`src/rtl/spu_pkg.sv`:
```
package spu_pkg;

    localparam int COORD_BITS_DEF = 16;
    localparam int FRAC_BITS_DEF  = 8;
    localparam int RADIUS_BITS    = 16;
    localparam int OUT_BITS       = 27;
    localparam int OUT_TDATA_BITS = ((OUT_BITS + 7) / 8) * 8;

    // pi as a 60-bit fraction, split in two 32-bit halves
    localparam int          PI_FRAC_BITS = 60;
    localparam logic [31:0] PI_Q60_HI    = 32'h3243F6A8;
    localparam logic [31:0] PI_Q60_LO    = 32'h885A308D;
    localparam int          PROD_BITS    = RADIUS_BITS + 32;
    localparam int          LOW_BITS     = PI_FRAC_BITS;
    // 2*pi*r: drop 60 fraction bits of pi, less one for the factor two, less 32 consumed by the low half
    localparam int          CIRC_SHIFT   = PI_FRAC_BITS - 32 - 1;

    typedef enum logic [1:0] {
        OP_CIRCLE = 2'd0,
        OP_RECT   = 2'd1,
        OP_TRI    = 2'd2,
        OP_NONE   = 2'd3
    } op_t;

endpackage

```
`src/rtl/spu_back.sv`:
```
module spu_back #(
    parameter int SQW  = 50,
    parameter int NIT  = 25,
    parameter int FIXW = 30,
    parameter int PW   = 30
) (
    input  logic                            clk,
    input  logic                            rst_n,
    input  logic                            in_valid,
    output logic                            in_ready,
    input  spu_pkg::op_t                    in_op,
    input  logic [FIXW-1:0]                 in_fixed,
    input  logic [2:0][SQW-1:0]             in_root,
    output logic                            out_valid,
    input  logic                            out_ready,
    output logic [spu_pkg::OUT_BITS-1:0]    perimeter
);

    localparam int OB = spu_pkg::OUT_BITS;

    logic          valid_reg;
    logic [OB-1:0] perim_reg;
    logic [OB-1:0] perim_next;
    logic [PW-1:0] p;

    always_comb
    begin
        case (in_op) inside
            spu_pkg::OP_CIRCLE, spu_pkg::OP_RECT: p = PW'(in_fixed);
            spu_pkg::OP_TRI: p = PW'(in_root[0][NIT-1:0]) + PW'(in_root[1][NIT-1:0])
                                 + PW'(in_root[2][NIT-1:0]);
            default: p = '0;
        endcase
        // saturate
        perim_next = (|p[PW-1:OB]) ? {OB{1'b1}} : p[OB-1:0];
    end

    assign in_ready = !valid_reg || out_ready;

    always_ff @(posedge clk or negedge rst_n)
    begin
        if (!rst_n)
        begin
            valid_reg <= 1'b0;
        end
        else if (in_ready)
        begin
            valid_reg <= in_valid;
        end
    end

    always_ff @(posedge clk)
    begin
        if (in_valid && in_ready)
        begin
            perim_reg <= perim_next;
        end
    end

    assign out_valid = valid_reg;
    assign perimeter = perim_reg;

endmodule
```
`config.mk`:
```
export PLATFORM = sky130hd
export DESIGN_NAME = spu_back
export DESIGN_NICKNAME = d
export VERILOG_FILES = /design/src/rtl/spu_pkg.sv /design/src/rtl/spu_back.sv
export SDC_FILE = /design/constraint.sdc
export NUM_CORES = 1
export LEC_CHECK = 0
export ABC_AREA = 1
export BUFFER_PORTS_ARGS = -buffer_cell sky130_fd_sc_hd__buf_4
export CAP_MARGIN = 10
export CELL_PAD_IN_SITES_DETAIL_PLACEMENT = 0
export CELL_PAD_IN_SITES_GLOBAL_PLACEMENT = 1
export CORE_ASPECT_RATIO = 0.6
export CORE_MARGIN = 4
export CORE_UTILIZATION = 30
export DETAILED_ROUTE_END_ITERATION = 8
export PLACE_DENSITY = 0.83
export SLEW_MARGIN = 10
export SYNTH_ARGS = -nofsm -noshare
export SYNTH_HDL_FRONTEND = slang
export SYNTH_SLANG_ARGS = --single-unit
```
`constraint.sdc`:
```
create_clock -name clk -period 2.4 [get_ports clk]
set_input_delay 0.36 -clock clk [delete_from_list [all_inputs] [get_ports clk]]
set_output_delay 0.36 -clock clk [all_outputs]
set_load 0.02 [all_outputs]
```
==> results.sh <==
export IMPL_cpLargestDelayFamily="adder cells"
export IMPL_wire_per_inst_microns=13.6
export IMPL_die_w_microns=149
export IMPL_met1_usage=0.278
export IMPL_cap_violations=0
export IMPL_rows=30
export IMPL_initial_utilization=0.312
export IMPL_yosysMostFrequentCell="nand2_1"
export IMPL_clkSlewWorstSetupHoldPaths_ps=60
export IMPL_finalCritPeriodShare=0.980
export IMPL_place_inst=853
export IMPL_yosysSeqAreaShare=0.232
export IMPL_pwr_share_comb=0.638
export IMPL_synth_top_cell_area_share=0.225
export IMPL_skew_ps=3.11
export IMPL_cts_htree_levels=1
export IMPL_core_region_area_sq_um=11500
export IMPL_nets=935
export IMPL_numCtsBuffers=3
export IMPL_relSlewSlack=0.715
export IMPL_gr_max_usage_layer="met1"
export IMPL_cts_root_buffer="clkbuf_16"
export IMPL_drc=0
export IMPL_dp_hpwl_microns=10400
export IMPL_drtPass1Iterations=5
export IMPL_synth_commonest_cells="191 x nand2_1, 87 x inv_1, 47 x a21oi_1, 31 x nor2_1, 28 x nand3_1"
export IMPL_swShare=0.429
export IMPL_synth_edf_count=27
export IMPL_cts_tree="done"
export IMPL_path_cells="buf_4, fa_1, ha_2, fa_2, nand2_2, nand2_1, nand3_2, nand2_2, nand2_1, nand2_1, nor2_1, o21ai_1"
export IMPL_synth_nets=760
export IMPL_hp_class="primary input to flip-flop"
export IMPL_crit_path_start_kind="primary input"
export IMPL_cp_slowest_cell="fa_1"
export IMPL_cts_setup_buffers=0
export IMPL_clock_latency_ps=260
export IMPL_synth_area_top_cells="edfxtp_1 23%, nand2_1 20%, fa_1 14%, inv_1 9.1%, ha_1 8.3%"
export IMPL_use_met2=0.221
export IMPL_synth_warnings=0
export IMPL_worst_pin_slew_ps=427
export IMPL_ys_seq_elements=28
export IMPL_ys_async_sr_fraction=0.0357
export IMPL_syn_inst=524
export IMPL_grt_pass1_vias=3688
export IMPL_port_buffers=139
export IMPL_worstPathRequired_ps=2410
export IMPL_yosysUniqueCellTypes=29
export IMPL_pwr_share_clk=0.138
export IMPL_drive_gt1_frac=0.337
export IMPL_ant_nets=0
export IMPL_cp_max_fo=5
export IMPL_fin_crit_ps=2350
export IMPL_dieArea_sq_um=13900
export IMPL_hold_viol=0
export IMPL_viasPerCell=4.40
export IMPL_endpoint_kind="flip-flop"
export IMPL_via_count=3777
export IMPL_seqPwrFrac=0.224
export IMPL_p_int_mw=1.53
export IMPL_hold_worst_slack_ps=323
export IMPL_stdcell_count=858
export IMPL_rsz0062_at_grt="yes"
export IMPL_insertedDiodeCount=0
export IMPL_ir_drop_mv=0.258
export IMPL_critical_path_buf_inv_count=1
export IMPL_grt_ovfl_total=0
export IMPL_critPathArrivalTime_ps=2360
export IMPL_status="finished, final reports clean"
export IMPL_setup_viol=0
export IMPL_io_pins=215
export IMPL_p_per_area_nw_per_um2=504
export IMPL_n_fill_cell=1171
export IMPL_syn_area_sq_um=3600
export IMPL_p_leak_nw=2.71
export IMPL_grt_use_total=0.163
export IMPL_postLayoutCoreUtil=0.459
export IMPL_wl_microns=11700
export IMPL_gp_congestion=0.821
export IMPL_cpMostUsedCell="nand2_1"
export IMPL_grt_max_degree=28
export IMPL_met3_usage=0.0186
export IMPL_drt_iter0_drc=162
export IMPL_yosys_area_top_type="edfxtp_1"
export IMPL_antenna_found_initial=0
export IMPL_chipHeight_microns=92.9
export IMPL_cts_max_path_buffers=2
export IMPL_grt_pass1_wl_microns=18100
export IMPL_final_max_slew_violation_count=0
export IMPL_area_delta_synth_final_pct=47.0
export IMPL_worstSetupPathType="primary input to flip-flop"
export IMPL_synth_main_ff_cell="edfxtp_1"
export IMPL_cts_sinks=28
export IMPL_syn_area_per_cell_sq_um=6.87
export IMPL_fmax_mhz=425
export IMPL_p_sw_mw=1.14
export IMPL_slowest_delay_ps=480
==> cells in the final DEF (no fill, tap or decap), types with 2 or more instances in the layout <==
| cell type | count |
|---|---|
| nand2_2 | 15 |
| o21ai_1 | 7 |
| inv_2 | 2 |
| nand3_2 | 5 |
| nor3_2 | 2 |
| nand3_1 | 24 |
| clkbuf_16 | 3 |
| ha_1 | 10 |
| nor2_4 | 4 |
| buf_4 | 176 |
| ha_2 | 13 |
| o21ai_0 | 7 |
| inv_1 | 87 |
| edfxtp_1 | 27 |
| nand4_1 | 6 |
| nor2_1 | 30 |
| a221o_1 | 3 |
| o21ai_2 | 3 |
| fa_1 | 25 |
| a21oi_1 | 46 |
| nor2_2 | 6 |
| nand2_1 | 184 |
==> metrics by stage <==
stage / setup WS (ps) / cell area, sq um / power (mW) / TNS, ps
3_3_place_gp: -336 / 5090 / 2.22 / -4130
5_1_grt: -57.5 / 5290 / 2.91 / -142
2_1_floorplan: 48.5 / 3600 / 1.55 / 0
3_5_place_dp: -337 / 5090 / 2.23 / -4250
6_report: 48.6 / 5290 / 2.67 / 0
4_1_cts: 9.76 / 5200 / 2.61 / 0
==> path summary, 6_finish.rpt <==
check | from | end | slack (ps) | depth (start not counted)
min reg2reg | out_valid | out_valid | 560 | 2
max reg2reg | out_valid | perimeter[22] | 1180 | 2
max | in_root[1] | perimeter[17] | 50 | 12
min | in_valid | out_valid | 320 | 3
max in group asynchronous | rst_n | out_valid | 1900 | 2
min in group asynchronous | rst_n | out_valid | 420 | 2
==> cell families after synthesis <==
logic type,count (synthesis),synth area share
AOI/OAI and AO/OA,68,0.101
xor gates and xnor gates,1,0.00243
buffers and inverters,96,0.102
and+or+nand+nor,281,0.334
adders and majority gates,50,0.228
DFF,28,0.232
==> state kept, by name (all words and copies together) (netlist names) <==
name,count
perimeter,27
out_valid,1
==> power groups by stage <==
stage / combinational (mW) / clock (mW) / sequential [mW]
6_report: 1.70 / 0.368 / 0.598
5_1_grt: 1.91 / 0.398 / 0.600
4_1_cts: 1.64 / 0.373 / 0.598
3_5_place_dp: 1.62 / 0 / 0.608
3_3_place_gp: 1.62 / 0 / 0.607
2_1_floorplan: 0.901 / 0 / 0.653
==> tightest hold or removal path: stages <==
cell and delay, ps:
buf_4 80, inv_1 50, nand2_1 60
==> cell type report <==
class	instances	area [sq um]	share of cell area
multi-input cells	400	2510	0.475
repair buffers	177	1330	0.252
flip-flops and latches	28	836	0.158
inverters	89	334	0.0631
well taps	160	200	0.0378
clock buffers	3	75.1	0.0142
clock inverters	1	3.75	0.000709
==> metal layers <==
metal | wire [microns] | vias to the layer above
met5 | 0 | -
met2 | 4100 | 143
met3 | 1080 | 2
met4 | 10 | 0
met1 | 6470 | 1618
li1 | - | 2014
==> repair_timing <==
action / in CTS / in global routing
pin swaps: 0 / 4
endpoints found under the setup margin: 7 / 18
hold buffers: 1 / 0
endpoints found under the hold margin: 1 / 0
gates resized for setup: 5 / 32
Note: power is estimated with default switching activity, not from simulation.
