$ cat src/rtl/spu_pkg.sv
package spu_pkg;

    localparam int COORD_BITS_DEF = 16;
    localparam int FRAC_BITS_DEF  = 8;
    localparam int RADIUS_BITS    = 16;
    localparam int OUT_BITS       = 27;
    localparam int OUT_TDATA_BITS = ((OUT_BITS + 7) / 8) * 8;

    // pi as a 60-bit fraction, split in two 32-bit halves
    localparam int          PI_FRAC_BITS = 60;
    localparam logic [31:0] PI_Q60_HI    = 32'h3243F6A8;
    localparam logic [31:0] PI_Q60_LO    = 32'h885A308D;
    localparam int          PROD_BITS    = RADIUS_BITS + 32;
    localparam int          LOW_BITS     = PI_FRAC_BITS;
    // 2*pi*r: drop 60 fraction bits of pi, less one for the factor two, less 32 consumed by the low half
    localparam int          CIRC_SHIFT   = PI_FRAC_BITS - 32 - 1;

    typedef enum logic [1:0] {
        OP_CIRCLE = 2'd0,
        OP_RECT   = 2'd1,
        OP_TRI    = 2'd2,
        OP_NONE   = 2'd3
    } op_t;

endpackage

$ cat src/rtl/spu_front.sv
module spu_front #(
    parameter int COORD_BITS = spu_pkg::COORD_BITS_DEF,
    parameter int FRAC_BITS  = spu_pkg::FRAC_BITS_DEF,
    parameter int SQW        = 2 * COORD_BITS + 2 + 2 * FRAC_BITS,
    parameter int FIXW       = 30
) (
    input  logic                                  clk,
    input  logic                                  rst_n,
    input  logic                                  in_valid,
    output logic                                  in_ready,
    input  spu_pkg::op_t                          in_op,
    input  logic [5:0][COORD_BITS-1:0]            in_coord,  // ax ay bx by cx cy
    input  logic [spu_pkg::RADIUS_BITS-1:0]       in_radius,
    output logic                                  out_valid,
    input  logic                                  out_ready,
    output spu_pkg::op_t                          out_op,
    output logic [FIXW-1:0]                       out_fixed,
    output logic [2:0][SQW-1:0]                   out_v
);

    localparam int C  = COORD_BITS;
    localparam int PB = spu_pkg::PROD_BITS;
    localparam int LB = spu_pkg::LOW_BITS;
    localparam int SB = PB + 1;

    logic [3:0] valid_reg;
    logic [3:0] rdy;
    logic [3:0] ld;
    logic [3:0] vin;

    spu_pkg::op_t                op1_reg, op2_reg, op3_reg, op4_reg;
    logic [5:0][C-1:0]           d1_reg;
    logic [5:0][C-1:0]           d1_next;
    logic [spu_pkg::RADIUS_BITS-1:0] rad1_reg;
    logic [5:0][2*C-1:0]         sq2_reg;
    logic [PB-1:0]               plo2_reg, phi2_reg, phi3_reg;
    logic [FIXW-1:0]             rect2_reg, rect3_reg, fixed4_reg;
    logic [2:0][SQW-1:0]         v3_reg, v4_reg;
    logic [LB-1:0]               low3_reg;
    logic [SB-1:0]               csum;
    logic [FIXW-1:0]             fixed4_next;

    function automatic logic [C-1:0] abs_diff(input logic [C-1:0] a, input logic [C-1:0] b);
        logic signed [C:0] d;
        logic        [C:0] m;
        begin
            d = $signed({a[C-1], a}) - $signed({b[C-1], b});
            m = d[C] ? (~d + 1'b1) : d;
            abs_diff = m[C-1:0];
        end
    endfunction

    // pairs: AB, AC, BC as (dx, dy)
    always_comb
    begin
        d1_next[0] = abs_diff(in_coord[0], in_coord[2]);
        d1_next[1] = abs_diff(in_coord[1], in_coord[3]);
        d1_next[2] = abs_diff(in_coord[0], in_coord[4]);
        d1_next[3] = abs_diff(in_coord[1], in_coord[5]);
        d1_next[4] = abs_diff(in_coord[2], in_coord[4]);
        d1_next[5] = abs_diff(in_coord[3], in_coord[5]);
    end

    assign vin = {valid_reg[2:0], in_valid};
    assign rdy[3] = !valid_reg[3] || out_ready;
    assign rdy[2] = !valid_reg[2] || rdy[3];
    assign rdy[1] = !valid_reg[1] || rdy[2];
    assign rdy[0] = !valid_reg[0] || rdy[1];
    assign ld = vin & rdy;
    assign in_ready = rdy[0];

    always_ff @(posedge clk or negedge rst_n)
    begin
        if (!rst_n)
        begin
            valid_reg <= '0;
        end
        else
        begin
            for (int i = 0; i < 4; i++)
            begin
                if (rdy[i])
                begin
                    valid_reg[i] <= vin[i];
                end
            end
        end
    end

    assign csum = SB'(phi3_reg) + SB'(low3_reg[LB-1:32]);
    assign fixed4_next = (op3_reg == spu_pkg::OP_CIRCLE) ?
                         FIXW'(csum >> (spu_pkg::CIRC_SHIFT - FRAC_BITS)) : rect3_reg;

    always_ff @(posedge clk)
    begin
        if (ld[0])
        begin
            op1_reg  <= in_op;
            d1_reg   <= d1_next;
            rad1_reg <= in_radius;
        end
        if (ld[1])
        begin
            op2_reg <= op1_reg;
            for (int i = 0; i < 6; i++)
            begin
                sq2_reg[i] <= d1_reg[i] * d1_reg[i];
            end
            plo2_reg  <= PB'(rad1_reg) * PB'(spu_pkg::PI_Q60_LO);
            phi2_reg  <= PB'(rad1_reg) * PB'(spu_pkg::PI_Q60_HI);
            rect2_reg <= FIXW'((FIXW'(d1_reg[2]) + FIXW'(d1_reg[3])) << (FRAC_BITS + 1));
        end
        if (ld[2])
        begin
            op3_reg   <= op2_reg;
            rect3_reg <= rect2_reg;
            phi3_reg  <= phi2_reg;
            low3_reg  <= LB'(plo2_reg) + (LB'(1) << (58 - FRAC_BITS));
            for (int i = 0; i < 3; i++)
            begin
                v3_reg[i] <= (SQW'(sq2_reg[2*i]) + SQW'(sq2_reg[2*i+1])) << (2 * FRAC_BITS);
            end
        end
        if (ld[3])
        begin
            op4_reg    <= op3_reg;
            fixed4_reg <= fixed4_next;
            v4_reg     <= v3_reg;
        end
    end

    assign out_valid = valid_reg[3];
    assign out_op    = op4_reg;
    assign out_fixed = fixed4_reg;
    assign out_v     = v4_reg;

endmodule

$ cat config.mk
export PLATFORM = sky130hd
export DESIGN_NAME = spu_front
export DESIGN_NICKNAME = d
export VERILOG_FILES = /design/src/rtl/spu_pkg.sv /design/src/rtl/spu_front.sv
export SDC_FILE = /design/constraint.sdc
export NUM_CORES = 2
export LEC_CHECK = 0
export BUFFER_PORTS_ARGS = -buffer_cell sky130_fd_sc_hd__buf_4
export CELL_PAD_IN_SITES_DETAIL_PLACEMENT = 1
export CELL_PAD_IN_SITES_GLOBAL_PLACEMENT = 2
export CORE_ASPECT_RATIO = 0.5
export CORE_MARGIN = 2
export CORE_UTILIZATION = 47
export DETAILED_ROUTE_END_ITERATION = 16
export MAX_ROUTING_LAYER = met4
export PLACE_DENSITY = 0.95
export SYNTH_ARGS = -nofsm -noshare
export SYNTH_HDL_FRONTEND = slang
export SYNTH_SLANG_ARGS = --single-unit
$ cat constraint.sdc
create_clock -name clk -period 18.2 [get_ports clk]
set_input_delay 0 -clock clk [delete_from_list [all_inputs] [get_ports clk]]
set_output_delay 0 -clock clk [all_outputs]
set_load 0.02 [all_outputs]
==> results.json <==
{
  "worst-endpoint-required_ns": 18.63,
  "cp_max_fo": 13,
  "grt_overflow_total": 0,
  "clock-sinks": 682,
  "fin_crit_ns": 7.496,
  "antenna_found_initial": 4,
  "worst_pin_slew_ns": 1.178,
  "drv_cap": 0,
  "cts_buffer_depth": 3,
  "io_pins": 302,
  "dp_hpwl_mm": 187.2,
  "worstPathArrival_ns": 7.93,
  "antenna_cells": 0,
  "end_kind": "flop",
  "nNetsFinal": 11200,
  "wl_mm": 230.1,
  "yosys_warnings": 0,
  "fp.coreArea_um2": 184000,
  "synth-seq-cells": 682,
  "setup_viol": 0,
  "post-place-cells": 11050,
  "setup_slack_ns": 10.70,
  "synth-main-ff-cell": "edfxtp_1",
  "worst-setup-path-type": "reg2reg",
  "syn_area_um2": 87430,
  "post_drt_via_cell_ratio": 5.324,
  "min_period_over_period_pct": 41.19,
  "avgSynthCellArea_um2": 10.37,
  "drcViolationCount": 0,
  "synth_edf_count": 678,
  "layout-drive-gt1-share_pct": 5.441,
  "ant_nets": 0,
  "fin_setup_tns_ns": 0,
  "first_global_vias": 68900,
  "final_cell_area_um2": 94880,
  "num-fill-cells": 20250,
  "cts_buffers": 75,
  "most-common-layout-cells": "1,856 x inv_1, 1,232 x fa_1, 1,152 x ha_1, 678 x edfxtp_1, 615 x nand2_1",
  "rows": 111,
  "grt_max_degree": 77,
  "grt_pass1_wl_mm": 372.0,
  "root_buffer": "clkbuf_16",
  "area_growth_syn_to_layout_pct": 8.523,
  "fin_worst_skew_ns": 0.03828,
  "post_drt_wl_per_cell_um": 20.48,
  "clock_latency_ns": 0.69,
  "portBuffers": 248,
  "gr-usage-all-layers_pct": 25.74,
  "drt_first_pass_iters": 7,
  "max-slew-margin-rel_pct": 21.50,
  "place_ws_ns": 10.78,
  "dieArea_um2": 189700,
  "clkTransAtPathRegs_ns": 0.07,
  "rsz0062_at_grt": "false",
  "hold_viol_final": 0,
  "drt_iter0_markers": 2556,
  "worst_setup_path_start_kind": "flop",
  "mostFrequentLayoutCell": "inv_1",
  "hp-class": "in2reg",
  "largest_reg_flops": 186,
  "synth_cell_types": 96,
  "timing.fmax_mhz": 133.4,
  "synthArstFlopShare_pct": 0.5865,
  "htree_levels": 3,
  "fp.dieW_um": 614.0,
  "start_util_pct": 47.51,
  "outcome": "completed",
  "placed_area_um2": 91830,
  "final_cells": 11240,
  "synthCells": 8434,
  "routabilityCongestion": 0.9501,
  "slew_viol_final": 0,
  "cts_tree": "built",
  "dr_total_vias": 59820,
  "ys_seq_area_share_pct": 23.40,
  "fp.dieH_um": 309.0
}
-- critical path, stage by stage (launching register included) --
cell	delay, ns
edfxtp_1	0.89
fa_1	0.67
fa_1	0.60
inv_1	0.06
fa_1	0.52
inv_1	0.06
fa_1	0.49
fa_1	0.50
inv_1	0.05
fa_1	0.48
inv_1	0.04
ha_1	0.34
nand2_1	0.09
o21ai_0	0.32
a21oi_1	0.07
o21bai_1	0.39
a211oi_1	0.25
nor4_1	0.52
o31ai_1	0.22
a21oi_1	0.26
nor4_1	0.08
a311o_1	0.33
-- what timing repair did --
action                                  CTS  global route
gates resized for setup                   0             0
endpoints found under the setup margin    0             0
hold endpoints to repair                 63             0
buffers inserted                          0             0
hold buffers                             57             0
-- metal layers --
metal | GRT usage [%] | wire, µm
met1 | 29.03 | 90740
met2 | 47.06 | 122500
met3 | 2.222 | 6253
met4 | 10.41 | 10580
met5 | - | 0
-- cell usage after synthesis (all sizes together), types with 64 or more instances --
library cell / n / share of area (%)
clkbuf: 131 / 0.56
xor2: 139 / 1.4
nor2b: 64 / 0.46
nand3: 86 / 0.49
xnor2: 354 / 3.5
nor2: 359 / 1.5
o21ai: 184 / 1.1
a21oi: 327 / 1.9
and2: 277 / 2.0
ha: 1152 / 16
fa: 1232 / 28
a21o: 144 / 1.2
edfxtp: 678 / 23
nand2: 615 / 2.6
o21bai: 64 / 0.55
inv: 1856 / 8.0
nor3: 88 / 0.52
-- kinds of logic after synthesis --
group / Yosys count / share of synthesized area [%]
AO/OA/AOI/OAI: 1053 / 8.014
XOR/XNOR: 493 / 4.939
adder cells (fa/ha/maj): 2384 / 44.69
buffers and inverters: 2044 / 9.008
flip-flops: 682 / 23.40
multiplexers: 19 / 0.2361
other: 1 / 0.004289
AND/OR/NAND/NOR: 1758 / 9.704
-- final timing paths --
| path | from | endpoint | slack (ns) | depth (start not counted) |
|---|---|---|---|---|
| worst max-delay path | rad1_reg[3]$_DFFE_PP_ | phi2_reg[45]$_DFFE_PP_ | 10.70 | 21 |
| worst min-delay path | in_coord[38] | d1_reg[70]$_DFFE_PP_ | 0.03 | 4 |
| worst max register to register | rad1_reg[3]$_DFFE_PP_ | phi2_reg[45]$_DFFE_PP_ | 10.70 | 21 |
| worst min register to register | phi2_reg[19]$_DFFE_PP_ | phi3_reg[19]$_DFFE_PP_ | 0.40 | 0 |
| max in group asynchronous | rst_n | valid_reg[2]$_DFFE_PN0P_ | 17.80 | 3 |
| min in group asynchronous | rst_n | valid_reg[0]$_DFFE_PN0N_ | 0.23 | 3 |
-- area by class of cell --
type	instances	area, µm²	share of cell area, %
repair buffers	322	2560	2.698
flip-flops and latches	682	20460	21.56
well taps	2486	3110	3.278
multi-input cells	5760	59310	62.50
inverters	1856	6967	7.342
clock inverters	47	578.1	0.6092
clock buffers	82	1903	2.006
-- per-stage QoR --
stage	utilization [%]	hold WS [ns]
floorplan	-	-0.2956
detailed placement	49.90	-0.2008
CTS	51.56	0.001760
global placement	49.90	-0.2014
global route	51.56	0.02195
finish	51.56	0.02894
Power is not shown: default switching activity piles up to over one toggle a cycle in this logic, so the estimate is an artifact.
