<file path="src/rtl/spu_pkg.sv">
package spu_pkg;

    localparam int COORD_BITS_DEF = 16;
    localparam int FRAC_BITS_DEF  = 8;
    localparam int RADIUS_BITS    = 16;
    localparam int OUT_BITS       = 27;
    localparam int OUT_TDATA_BITS = ((OUT_BITS + 7) / 8) * 8;

    // pi as a 60-bit fraction, split in two 32-bit halves
    localparam int          PI_FRAC_BITS = 60;
    localparam logic [31:0] PI_Q60_HI    = 32'h3243F6A8;
    localparam logic [31:0] PI_Q60_LO    = 32'h885A308D;
    localparam int          PROD_BITS    = RADIUS_BITS + 32;
    localparam int          LOW_BITS     = PI_FRAC_BITS;
    // 2*pi*r: drop 60 fraction bits of pi, less one for the factor two, less 32 consumed by the low half
    localparam int          CIRC_SHIFT   = PI_FRAC_BITS - 32 - 1;

    typedef enum logic [1:0] {
        OP_CIRCLE = 2'd0,
        OP_RECT   = 2'd1,
        OP_TRI    = 2'd2,
        OP_NONE   = 2'd3
    } op_t;

endpackage

</file>
<file path="src/rtl/spu_cell.sv">
module spu_cell #(
    parameter int SQW  = 50,
    parameter int NIT  = 25,
    parameter int IDX  = 0,
    parameter int FIXW = 30
) (
    input  logic                clk,
    input  logic                rst_n,
    input  logic                in_valid,
    output logic                in_ready,
    input  spu_pkg::op_t        in_op,
    input  logic [FIXW-1:0]     in_fixed,
    input  logic [2:0][SQW-1:0] in_v,
    input  logic [2:0][SQW-1:0] in_root,
    output logic                out_valid,
    input  logic                out_ready,
    output spu_pkg::op_t        out_op,
    output logic [FIXW-1:0]     out_fixed,
    output logic [2:0][SQW-1:0] out_v,
    output logic [2:0][SQW-1:0] out_root
);

    localparam logic [SQW:0] BIT = (SQW+1)'(1) << (2 * (NIT - 1 - IDX));

    logic                valid_reg;
    spu_pkg::op_t        op_reg;
    logic [FIXW-1:0]     fixed_reg;
    logic [2:0][SQW-1:0] v_reg, v_next, root_reg, root_next;
    logic [2:0][SQW:0]   trial;
    logic [2:0][SQW:0]   rem;

    // one restoring square-root step per lane
    always_comb
    begin
        for (int i = 0; i < 3; i++)
        begin
            trial[i] = {1'b0, in_root[i]} + BIT;
            rem[i]   = {1'b0, in_v[i]} - trial[i];
            if ({1'b0, in_v[i]} >= trial[i])
            begin
                v_next[i]    = rem[i][SQW-1:0];
                root_next[i] = (in_root[i] >> 1) + BIT[SQW-1:0];
            end
            else
            begin
                v_next[i]    = in_v[i];
                root_next[i] = in_root[i] >> 1;
            end
        end
    end

    assign in_ready = !valid_reg || out_ready;

    always_ff @(posedge clk or negedge rst_n)
    begin
        if (!rst_n)
        begin
            valid_reg <= 1'b0;
        end
        else if (in_ready)
        begin
            valid_reg <= in_valid;
        end
    end

    always_ff @(posedge clk)
    begin
        if (in_valid && in_ready)
        begin
            op_reg    <= in_op;
            fixed_reg <= in_fixed;
            v_reg     <= v_next;
            root_reg  <= root_next;
        end
    end

    assign out_valid = valid_reg;
    assign out_op    = op_reg;
    assign out_fixed = fixed_reg;
    assign out_v     = v_reg;
    assign out_root  = root_reg;

endmodule

</file>
<file path="config.mk">
export PLATFORM = sky130hd
export DESIGN_NAME = spu_cell
export DESIGN_NICKNAME = d
export VERILOG_FILES = /design/src/rtl/spu_pkg.sv /design/src/rtl/spu_cell.sv
export SDC_FILE = /design/constraint.sdc
export NUM_CORES = 1
export LEC_CHECK = 0
export BUFFER_PORTS_ARGS = -buffer_cell sky130_fd_sc_hd__buf_4
export CORE_AREA = 2 2 261 263
export DETAILED_ROUTE_END_ITERATION = 6
export DIE_AREA = 0 0 263 265
export SYNTH_ARGS = -nofsm -noshare
export SYNTH_HDL_FRONTEND = slang
export SYNTH_SLANG_ARGS = --single-unit
</file>
<file path="constraint.sdc">
create_clock -name clk -period 16.6 [get_ports clk]
set_clock_uncertainty 0.15 [all_clocks]
set_input_delay 3.32 -clock clk [delete_from_list [all_inputs] [get_ports clk]]
set_output_delay 3.32 -clock clk [all_outputs]
set_load 0.02 [all_outputs]
</file>
==> flow_summary.json, run 1 <==
{
  "totalWireLength_mm": 75.1,
  "synth-adder-area-share_pct": 9.46,
  "synth_top_area_share_pct": 47.7,
  "min_from": "out_valid",
  "area.growth.synth_to_final_pct": 34.6,
  "async_reset_ff_share_pct": 0.300,
  "fin_nets": 3104,
  "relSlewSlack_pct": 27.3,
  "clkSlewWorstSetupHoldPaths_ps": 60,
  "hold_depth": 2,
  "hold_violations": 0,
  "dpl.hpwl_mm": 60.8,
  "synth.distinct_cells": 73,
  "drcViolationCount": 0,
  "yosys.area_share.simple_pct": 10.4,
  "cp.arrival_ps": 7440,
  "rr_worst_depth": 3,
  "setup_viol": 0,
  "dp_slack_ps": 8720,
  "fillers": 6509,
  "r2r_start": "out_valid",
  "cts_setup_buffers": 0,
  "p_sw_share_pct": 30.6,
  "synth_area_leaders": "edfxtp_1, ha_1, a21oi_1",
  "start_util_pct": 31.3,
  "place.port_buffers": 669,
  "grt_pass1_wl_mm": 113,
  "die_h_um": 265,
  "maxCapViolations": 0,
  "grt_usage_pct": 20.8,
  "ios": 670,
  "grt_max_degree": 147,
  "drt_iter0_markers": 1175,
  "hold_path_class": "reg -> reg",
  "final_cells": 3520,
  "synthMuxAreaShare_pct": 5.16,
  "required_ps": 16740,
  "grt_pass1_vias": 18700,
  "gr-total-overflow": 0,
  "vdd_drop_max_v": 0.0000762,
  "die_w_um": 263,
  "dieArea_um2": 69700,
  "synthCells": 1963,
  "rsz0062_at_grt": "no",
  "yosysTopAreaCell": "edfxtp_1",
  "p_int_w": 0.00188,
  "status": "completed",
  "sequentialPowerShare_pct": 38.2,
  "startpoint_type": "input port",
  "comb_power_share_pct": 28.2,
  "synth_seq_area_share_pct": 47.9,
  "num_vias": 18000,
  "synth_area_um2": 20900,
  "synth_compound_area_share_pct": 16.5,
  "postRouteAntennaNets": 0,
  "post_cts_resized": 0,
  "core.rowCount": 95,
  "tightest_slew_ps": 1060,
  "cts-root-buf": "clkbuf_16",
  "gp_congestion": 0.940,
  "syn-num-nets": 2455,
  "r2r_slack_ps": 13950,
  "period_share_pct": 44.0,
  "synth_ff_type": "edfxtp_1",
  "cts_tree": "built",
  "synth-xor-area-share_pct": 5.79,
  "synth_top_family_by_area": "compound AO/OA/AOI/OAI gates",
  "worstPathMaxFanout": 41,
  "layout-drive-gt1-share_pct": 30.8,
  "placed_cells": 3443,
  "antenna_found_initial": 10,
  "ys_warn_count": 0,
  "power_w": 0.00271,
  "wire_per_inst_um": 21.3,
  "cts_hold_buf": 0,
  "end_kind": "flop",
  "pwr-share-clk_pct": 33.7,
  "path_class": "in -> reg",
  "setup_tns_ps": 0,
  "slew_violations": 0,
  "r2r-end": "out_v[82]",
  "p_sw_w": 0.000831,
  "p_leak_nw": 12.4,
  "cts.sinks": 333,
  "syn-mean-instance-area_um2": 10.6,
  "clk_latency_ps": 540,
  "numCtsBuffers": 40,
  "power_density_nw_per_um2": 96.5,
  "cts_max_level": 2,
  "vias_per_cell": 5.12,
  "utilization_pct": 42.1,
  "core_um2": 66800,
  "most-common-layout-cells": "buf_4, edfxtp_1, inv_1, a21oi_1, ha_1",
  "cts_max_path_buffers": 3,
  "whs_endpoint": "out_valid",
  "drt-pass1-iter-count": 5,
  "synth_edf_count": 332,
  "setup_ws_ps": 9300,
  "max_freq_ghz": 0.137,
  "period_minus_slack_ps": 7300,
  "mostFrequentLayoutCell": "buf_4",
  "ys_ff_latch": 333
}
[routing by layer]
metal | global-route usage [%] | vias to the layer above | part of all wire [%]
met5 | 0 | - | 0.049
met4 | 7.41 | 6 | 3.0
met3 | 5.57 | 115 | 7.3
met2 | 36.2 | 679 | 49
met1 | 24.7 | 8743 | 40
li1 | - | 8493 | -
[critical path, cell delays in order]
cell	delay [ps]
buf_4	110
inv_1	110
ha_1	260
nor2b_1	150
o31a_1	310
o31ai_2	260
a31oi_2	220
a41oi_2	380
o31a_1	280
o22a_1	240
nor2_1	100
o31ai_4	570
buf_4	620
mux2_2	420
[worst max-delay path by stage]
| stage | from | endpoint | slack, ps | depth (start not counted) |
|---|---|---|---|---|
| finish | in_root[101] | out_v[108] | 9300 | 14 |
| CTS | in_root[101] | out_v[108] | 9300 | 14 |
| global route | in_root[101] | out_v[109] | 9090 | 14 |
| detailed placement | in_root[101] | out_v[108] | 8720 | 14 |
| global placement | in_root[101] | out_v[105] | 8830 | 14 |
| floorplan | out_ready | out_fixed[0] | 4580 | 2 |
[cell usage after synthesis (16+ instances only)]
library cell	number
a211oi_1	17
a21o_1	85
a21oi_1	172
and2_1	16
clkbuf_1	49
edfxtp_1	332
ha_1	153
inv_1	184
mux2_1	39
mux2_2	54
nand2_1	142
nand2b_1	21
nand3_1	28
nand4_1	43
nor2_1	92
nor2b_1	20
nor3_1	20
o21ai_0	129
o21bai_1	33
xnor2_1	86
xor2_1	52
[sequential cells by signal, summed over array words and instances (netlist names)]
| register | flops |
|---|---|
| out_fixed | 30 |
| out_op | 2 |
| out_root | 150 |
| out_v | 150 |
| out_valid | 1 |
[stage by stage]
| step | hold slack [ps] | cell area, um^2 |
|---|---|---|
| 6_report | 418 | 28100 |
| 5_1_grt | 460 | 28100 |
| 4_1_cts | 420 | 28100 |
| 3_5_place_dp | 409 | 26800 |
| 3_3_place_gp | 375 | 26800 |
| 2_1_floorplan | 633 | 20900 |
[power groups by stage]
stage               registers [W]  clock network, W  logic [W]
finish                    0.00104          0.000913   0.000764
global route              0.00104          0.000974   0.000829
CTS                       0.00104          0.000943   0.000765
detailed placement        0.00105                 0   0.000760
global placement          0.00105                 0   0.000755
floorplan                 0.00114                 0   0.000387
[cells by family (layout without fill, tap and decap cells)]
| logic type | count (synthesis) | count (layout) |
|---|---|---|
| compound gates | 543 | 543 |
| xor+xnor | 138 | 138 |
| fa+ha+maj | 156 | 156 |
| buf+inv | 253 | 931 |
| flops | 333 | 333 |
| mux | 96 | 96 |
| other cells | 0 | 6 |
| simple gates | 444 | 444 |
[cell type report]
| type | count | area (um^2) | share of cell area [%] |
|---|---|---|---|
| sequential | 333 | 9990 | 35.6 |
| clock buffer | 47 | 1050 | 3.73 |
| multi-input combinational | 1377 | 9900 | 35.2 |
| antenna | 6 | 15.0 | 0.0534 |
| inverter | 184 | 691 | 2.46 |
| tap | 873 | 1090 | 3.89 |
| clock inverter | 24 | 280 | 0.997 |
| timing repair buffer | 676 | 5090 | 18.1 |
Note: power is estimated with default switching activity, not from simulation.
==> run 2: changes to the inputs <==
==> constraint.sdc (replaced) <==
create_clock -name clk -period 6.64 [get_ports clk]
set_clock_uncertainty 0.15 [all_clocks]
set_input_delay 1.328 -clock clk [delete_from_list [all_inputs] [get_ports clk]]
set_output_delay 1.328 -clock clk [all_outputs]
set_load 0.02 [all_outputs]
==> flow_summary.json, run 2 (synthesis results as in run 1) <==
{
  "wire_per_inst_um": 21.0,
  "clkSlewWorstSetupHoldPaths_ps": 60,
  "maxCapViolations": 0,
  "path_buf_inv": 1,
  "layout-drive-gt1-share_pct": 30.7,
  "slew_violations": 0,
  "multi_input_area_um2": 9900,
  "grt_max_degree": 151,
  "end_kind": "flop",
  "groute.layer.met2.usage_pct": 36.1,
  "relSlewSlack_pct": 26.0,
  "fin_nets": 3109,
  "dieArea_um2": 69700,
  "core.rowCount": 95,
  "core_um2": 66800,
  "hold_violations": 0,
  "die_w_um": 263,
  "area.growth.synth_to_final_pct": 34.8,
  "p_leak_nw": 12.4,
  "placed_cells": 3446,
  "cts_max_level": 2,
  "grt_pass1_wl_mm": 111,
  "rsz0062_at_grt": "no",
  "worstPathMaxFanout": 6,
  "cts_hold_buf": 0,
  "critical_path.top_delay_family": "compound AO/OA/AOI/OAI gates",
  "die_h_um": 265,
  "cts.sinks": 333,
  "numCtsBuffers": 42,
  "period_minus_slack_ps": 4960,
  "crit_slowest_cell": "a2111oi_0",
  "cts_max_path_buffers": 3,
  "grt_pass1_vias": 18500,
  "drt-pass1-iter-count": 5,
  "grt_util_met1_pct": 24.1,
  "ios": 670,
  "max_freq_ghz": 0.201,
  "grt_usage_pct": 20.4,
  "max_stage_delay_ps": 970,
  "post_cts_resized": 0,
  "vias_per_cell": 5.12,
  "path_cells": "buf_4 -> ha_1 -> and3_1 -> nor2b_1 -> a21boi_0 -> o31ai_1 -> a2111oi_0 -> a21oi_1 -> o21ai_0 -> a31oi_1 -> xnor2_1 -> mux2_2",
  "dpl.hpwl_mm": 59.7,
  "cts_tree": "built",
  "r2r_slack_ps": 4290,
  "status": "completed",
  "start_util_pct": 31.3,
  "drt_iter0_markers": 1380,
  "antenna_found_initial": 5,
  "path_class": "in -> reg",
  "most-common-layout-cells": "buf_4, edfxtp_1, inv_1, a21oi_1, ha_1",
  "cp.arrival_ps": 5120,
  "hold_path_class": "in -> async",
  "place.port_buffers": 669,
  "drcViolationCount": 0,
  "postRouteAntennaNets": 0,
  "final_cells": 3525,
  "gp_congestion": 0.918,
  "mostFrequentLayoutCell": "buf_4",
  "cts_setup_buffers": 0,
  "required_ps": 6800,
  "tightest_slew_ps": 1080,
  "setup_tns_ps": 0,
  "setup_viol": 0,
  "globalRoute.busiestLayer": "met2",
  "regArea_um2": 9990,
  "met3_usage_pct": 5.22,
  "power_density_nw_per_um2": 241,
  "clk_latency_ps": 540,
  "num_vias": 18000,
  "totalWireLength_mm": 74.0,
  "startpoint_type": "input port",
  "gr-total-overflow": 0,
  "period_share_pct": 74.8,
  "cts-root-buf": "clkbuf_16",
  "fillers": 6496,
  "vdd_drop_max_v": 0.000172
}
-- run 2: report_power, final --
group / internal, W / total [W] / leakage [nW] / switching, W
Sequential: 0.00254 / 0.00259 / 3.18 / 0.0000522
Clock: 0.00135 / 0.00228 / 0.649 / 0.000935
Combinational: 0.000806 / 0.00191 / 8.59 / 0.00111
-- run 2: stage by stage --
| step | instance area, um^2 | hold slack (ps) | total power, W | util, % | setup slack (ps) |
|---|---|---|---|---|---|
| after floorplan | 20900 | 632 | 0.00380 | - | 339 |
| after global placement | 26800 | 411 | 0.00452 | 40.1 | 1230 |
| after detailed placement | 26800 | 416 | 0.00453 | 40.1 | 1200 |
| after CTS | 28100 | 345 | 0.00685 | 42.1 | 1810 |
| after global routing | 28100 | 352 | 0.00710 | 42.1 | 1530 |
| final | 28200 | 395 | 0.00678 | 42.1 | 1680 |
-- run 2: area by class of cell --
type,count,area share [%]
clock inverters,22,0.680
diodes,4,0.0356
clock buffers,53,4.11
flip-flops and latches,333,35.5
well taps,873,3.88
multi-input cells,1377,35.1
repair buffers,679,18.2
inverters,184,2.45
-- run 2: per-layer routing --
metal,routed length [um],vias to the layer above
li1,-,8513
met5,30,-
met1,29500,8662
met4,2200,4
met2,36600,744
met3,5680,116
-- run 2: worst register-to-register path, stage by stage (launching register included) --
cell	delay, ps
dfrtp_1	380
nand2b_1	130
and2_4	440
buf_12	520
-- run 2: path summary, 6_finish.rpt --
check | from | to | depth (start not counted)
worst max-delay path | in_v[110] | out_v[145] | 12
min in group clk | out_valid | out_valid | 2
max in group asynchronous | rst_n | out_valid | 1
worst min register to register | out_valid | out_valid | 2
worst max register to register | out_valid | out_fixed[2] | 3
worst min-delay path | rst_n | out_valid | 1
==> run 3: changes to the inputs <==
==> constraint.sdc (replaced) <==
create_clock -name clk -period 4.85 [get_ports clk]
set_clock_uncertainty 0.15 [all_clocks]
set_input_delay 0.97 -clock clk [delete_from_list [all_inputs] [get_ports clk]]
set_output_delay 0.97 -clock clk [all_outputs]
set_load 0.02 [all_outputs]
==> flow_summary.json, run 3 (synthesis results as in run 1) <==
{
  "status": "finished, violations left",
  "violations": "design-rule violations",
  "fin_nets": 3140,
  "antenna_found_initial": 8,
  "power_density_nw_per_um2": 326,
  "gr-total-overflow": 0,
  "drt-pass1-iter-count": 7,
  "tightest_slew_ps": 768,
  "grt_usage_pct": 20.7,
  "cts_max_path_buffers": 3,
  "vdd_drop_max_v": 0.000247,
  "numCtsBuffers": 42,
  "cts_tree": "built",
  "most-common-layout-cells": "buf_4, edfxtp_1, inv_1, a21oi_1, ha_1",
  "path_cells": "buf_4 -> inv_1 -> ha_1 -> and2_1 -> and3_1 -> a221oi_1 -> a2111oi_2 -> o2111a_1 -> nand2b_2 -> o31ai_4 -> o41ai_4 -> buf_12 -> mux2_1",
  "rsz0062_at_grt": "no",
  "cp.arrival_ps": 4450,
  "path_class": "in -> reg",
  "setup_viol": 0,
  "mostFrequentLayoutCell": "buf_4",
  "cts_setup_buffers": 0,
  "r2r-end": "out_root[115]",
  "dpl.hpwl_mm": 61.2,
  "cp-startpoint": "in_root[58]",
  "drt_iter0_markers": 1436,
  "whs_endpoint": "out_valid",
  "end_kind": "flop",
  "required_ps": 4990,
  "holdWs_ps": 417,
  "start_util_pct": 31.3,
  "clkSlewWorstSetupHoldPaths_ps": 50,
  "r2r_start": "out_valid",
  "ios": 670,
  "fillers": 6494,
  "period_minus_slack_ps": 4300,
  "cts-root-buf": "clkbuf_16",
  "slew_violations": 0,
  "clk_latency_ps": 550,
  "regArea_um2": 9990,
  "layout-drive-gt1-share_pct": 31.5,
  "p_leak_nw": 12.6,
  "vias_per_cell": 5.09,
  "dieArea_um2": 69700,
  "wire_per_inst_um": 21.1,
  "maxCapViolations": 0,
  "die_w_um": 263,
  "core.rowCount": 95,
  "cts_max_level": 2,
  "crit_slowest_cell": "a2111oi_2",
  "hold_path_class": "reg -> reg",
  "die_h_um": 265,
  "startpoint_type": "input port",
  "setup_tns_ps": 0,
  "r2r_slack_ps": 2620,
  "relSlewSlack_pct": 48.4,
  "postRouteAntennaNets": 0,
  "area.growth.synth_to_final_pct": 36.1,
  "post_cts_resized": 0,
  "period_share_pct": 88.7,
  "rr_worst_depth": 3,
  "max_stage_delay_ps": 750,
  "worstPathMaxFanout": 46,
  "min_from": "out_valid",
  "multi_input_area_um2": 9900,
  "core_um2": 66800,
  "totalWireLength_mm": 75.2,
  "path_buf_inv": 3,
  "hold_violations": 0,
  "drcViolationCount": 1,
  "grt_pass1_vias": 18500,
  "grt_max_degree": 86,
  "hold_depth": 2,
  "num_vias": 18100,
  "gp_congestion": 0.916,
  "place.port_buffers": 669,
  "cts.sinks": 333,
  "max_freq_ghz": 0.232,
  "critical_path.top_delay_family": "compound AO/OA/AOI/OAI gates",
  "grt_pass1_wl_mm": 112
}
==> run 3: cell count changes in the layout (fill, tap and decap cells not counted) <==
cell | previous run | this run
buf_4 | 677 | 702
clkinvlp_4 | 2 | 1
clkinv_4 | 3 | 0
dlygate4sd3_1 | 0 | 1
bufinv_16 | 3 | 2
buf_12 | 2 | 7
diode_2 | 4 | 6
clkinv_2 | 2 | 6
clkinv_1 | 11 | 8
clkbuf_1 | 8 | 10
==> run 3: area by class of cell <==
cell class | instances | area share, %
clock inverters | 18 | 0.480
well taps | 873 | 3.84
multi-input cells | 1377 | 34.8
clock buffers | 55 | 4.10
diodes | 6 | 0.0529
inverters | 184 | 2.43
flip-flops and latches | 333 | 35.2
repair buffers | 710 | 19.1
==> run 3: tightest hold or removal path, cell delays in order, from the launching register on <==
cell	delay [ps]
dfrtp_1	350
nand2b_1	100
nand2b_1	80
==> run 3: per-stage QoR <==
step | total power [W] | instance area, um^2 | util (%) | cells | setup WS [ps]
after floorplan | 0.00519 | 20900 | - | 1963 | 675
after global placement | 0.00624 | 27100 | 40.5 | 3476 | 161
after detailed placement | 0.00627 | 27100 | 40.5 | 3476 | 111
after CTS | 0.00933 | 28400 | 42.5 | 3550 | 692
after global routing | 0.00968 | 28400 | 42.5 | 3556 | 439
final | 0.00925 | 28400 | 42.5 | 3556 | 549
==> run 3: worst max path at each step <==
stage,cells past startpoint,to
floorplan,2,out_fixed[0]
global placement,13,out_v[99]
detailed placement,13,out_v[57]
CTS,13,out_v[57]
global route,13,out_v[68]
finish,13,out_v[57]
==> run 3: per-layer routing <==
| metal | GRT usage (%) | up-vias | part of all wire (%) |
|---|---|---|---|
| met4 | 7.49 | 2 | 3.1 |
| met3 | 5.65 | 124 | 7.9 |
| met2 | 35.5 | 704 | 49 |
| met1 | 24.8 | 8684 | 40 |
| met5 | 0 | - | 0.015 |
| li1 | - | 8576 | - |
==> run 3: repair_timing <==
action,in CTS,in global routing
setup endpoints to repair,0,0
hold buffers,1,0
hold endpoints to repair,1,0
==> run 3: power breakdown <==
group	total [W]	leakage [nW]	switching [W]	internal (W)
registers	0.00355	3.18	0.0000762	0.00347
logic	0.00268	8.76	0.00153	0.00115
clock network	0.00302	0.635	0.00124	0.00178
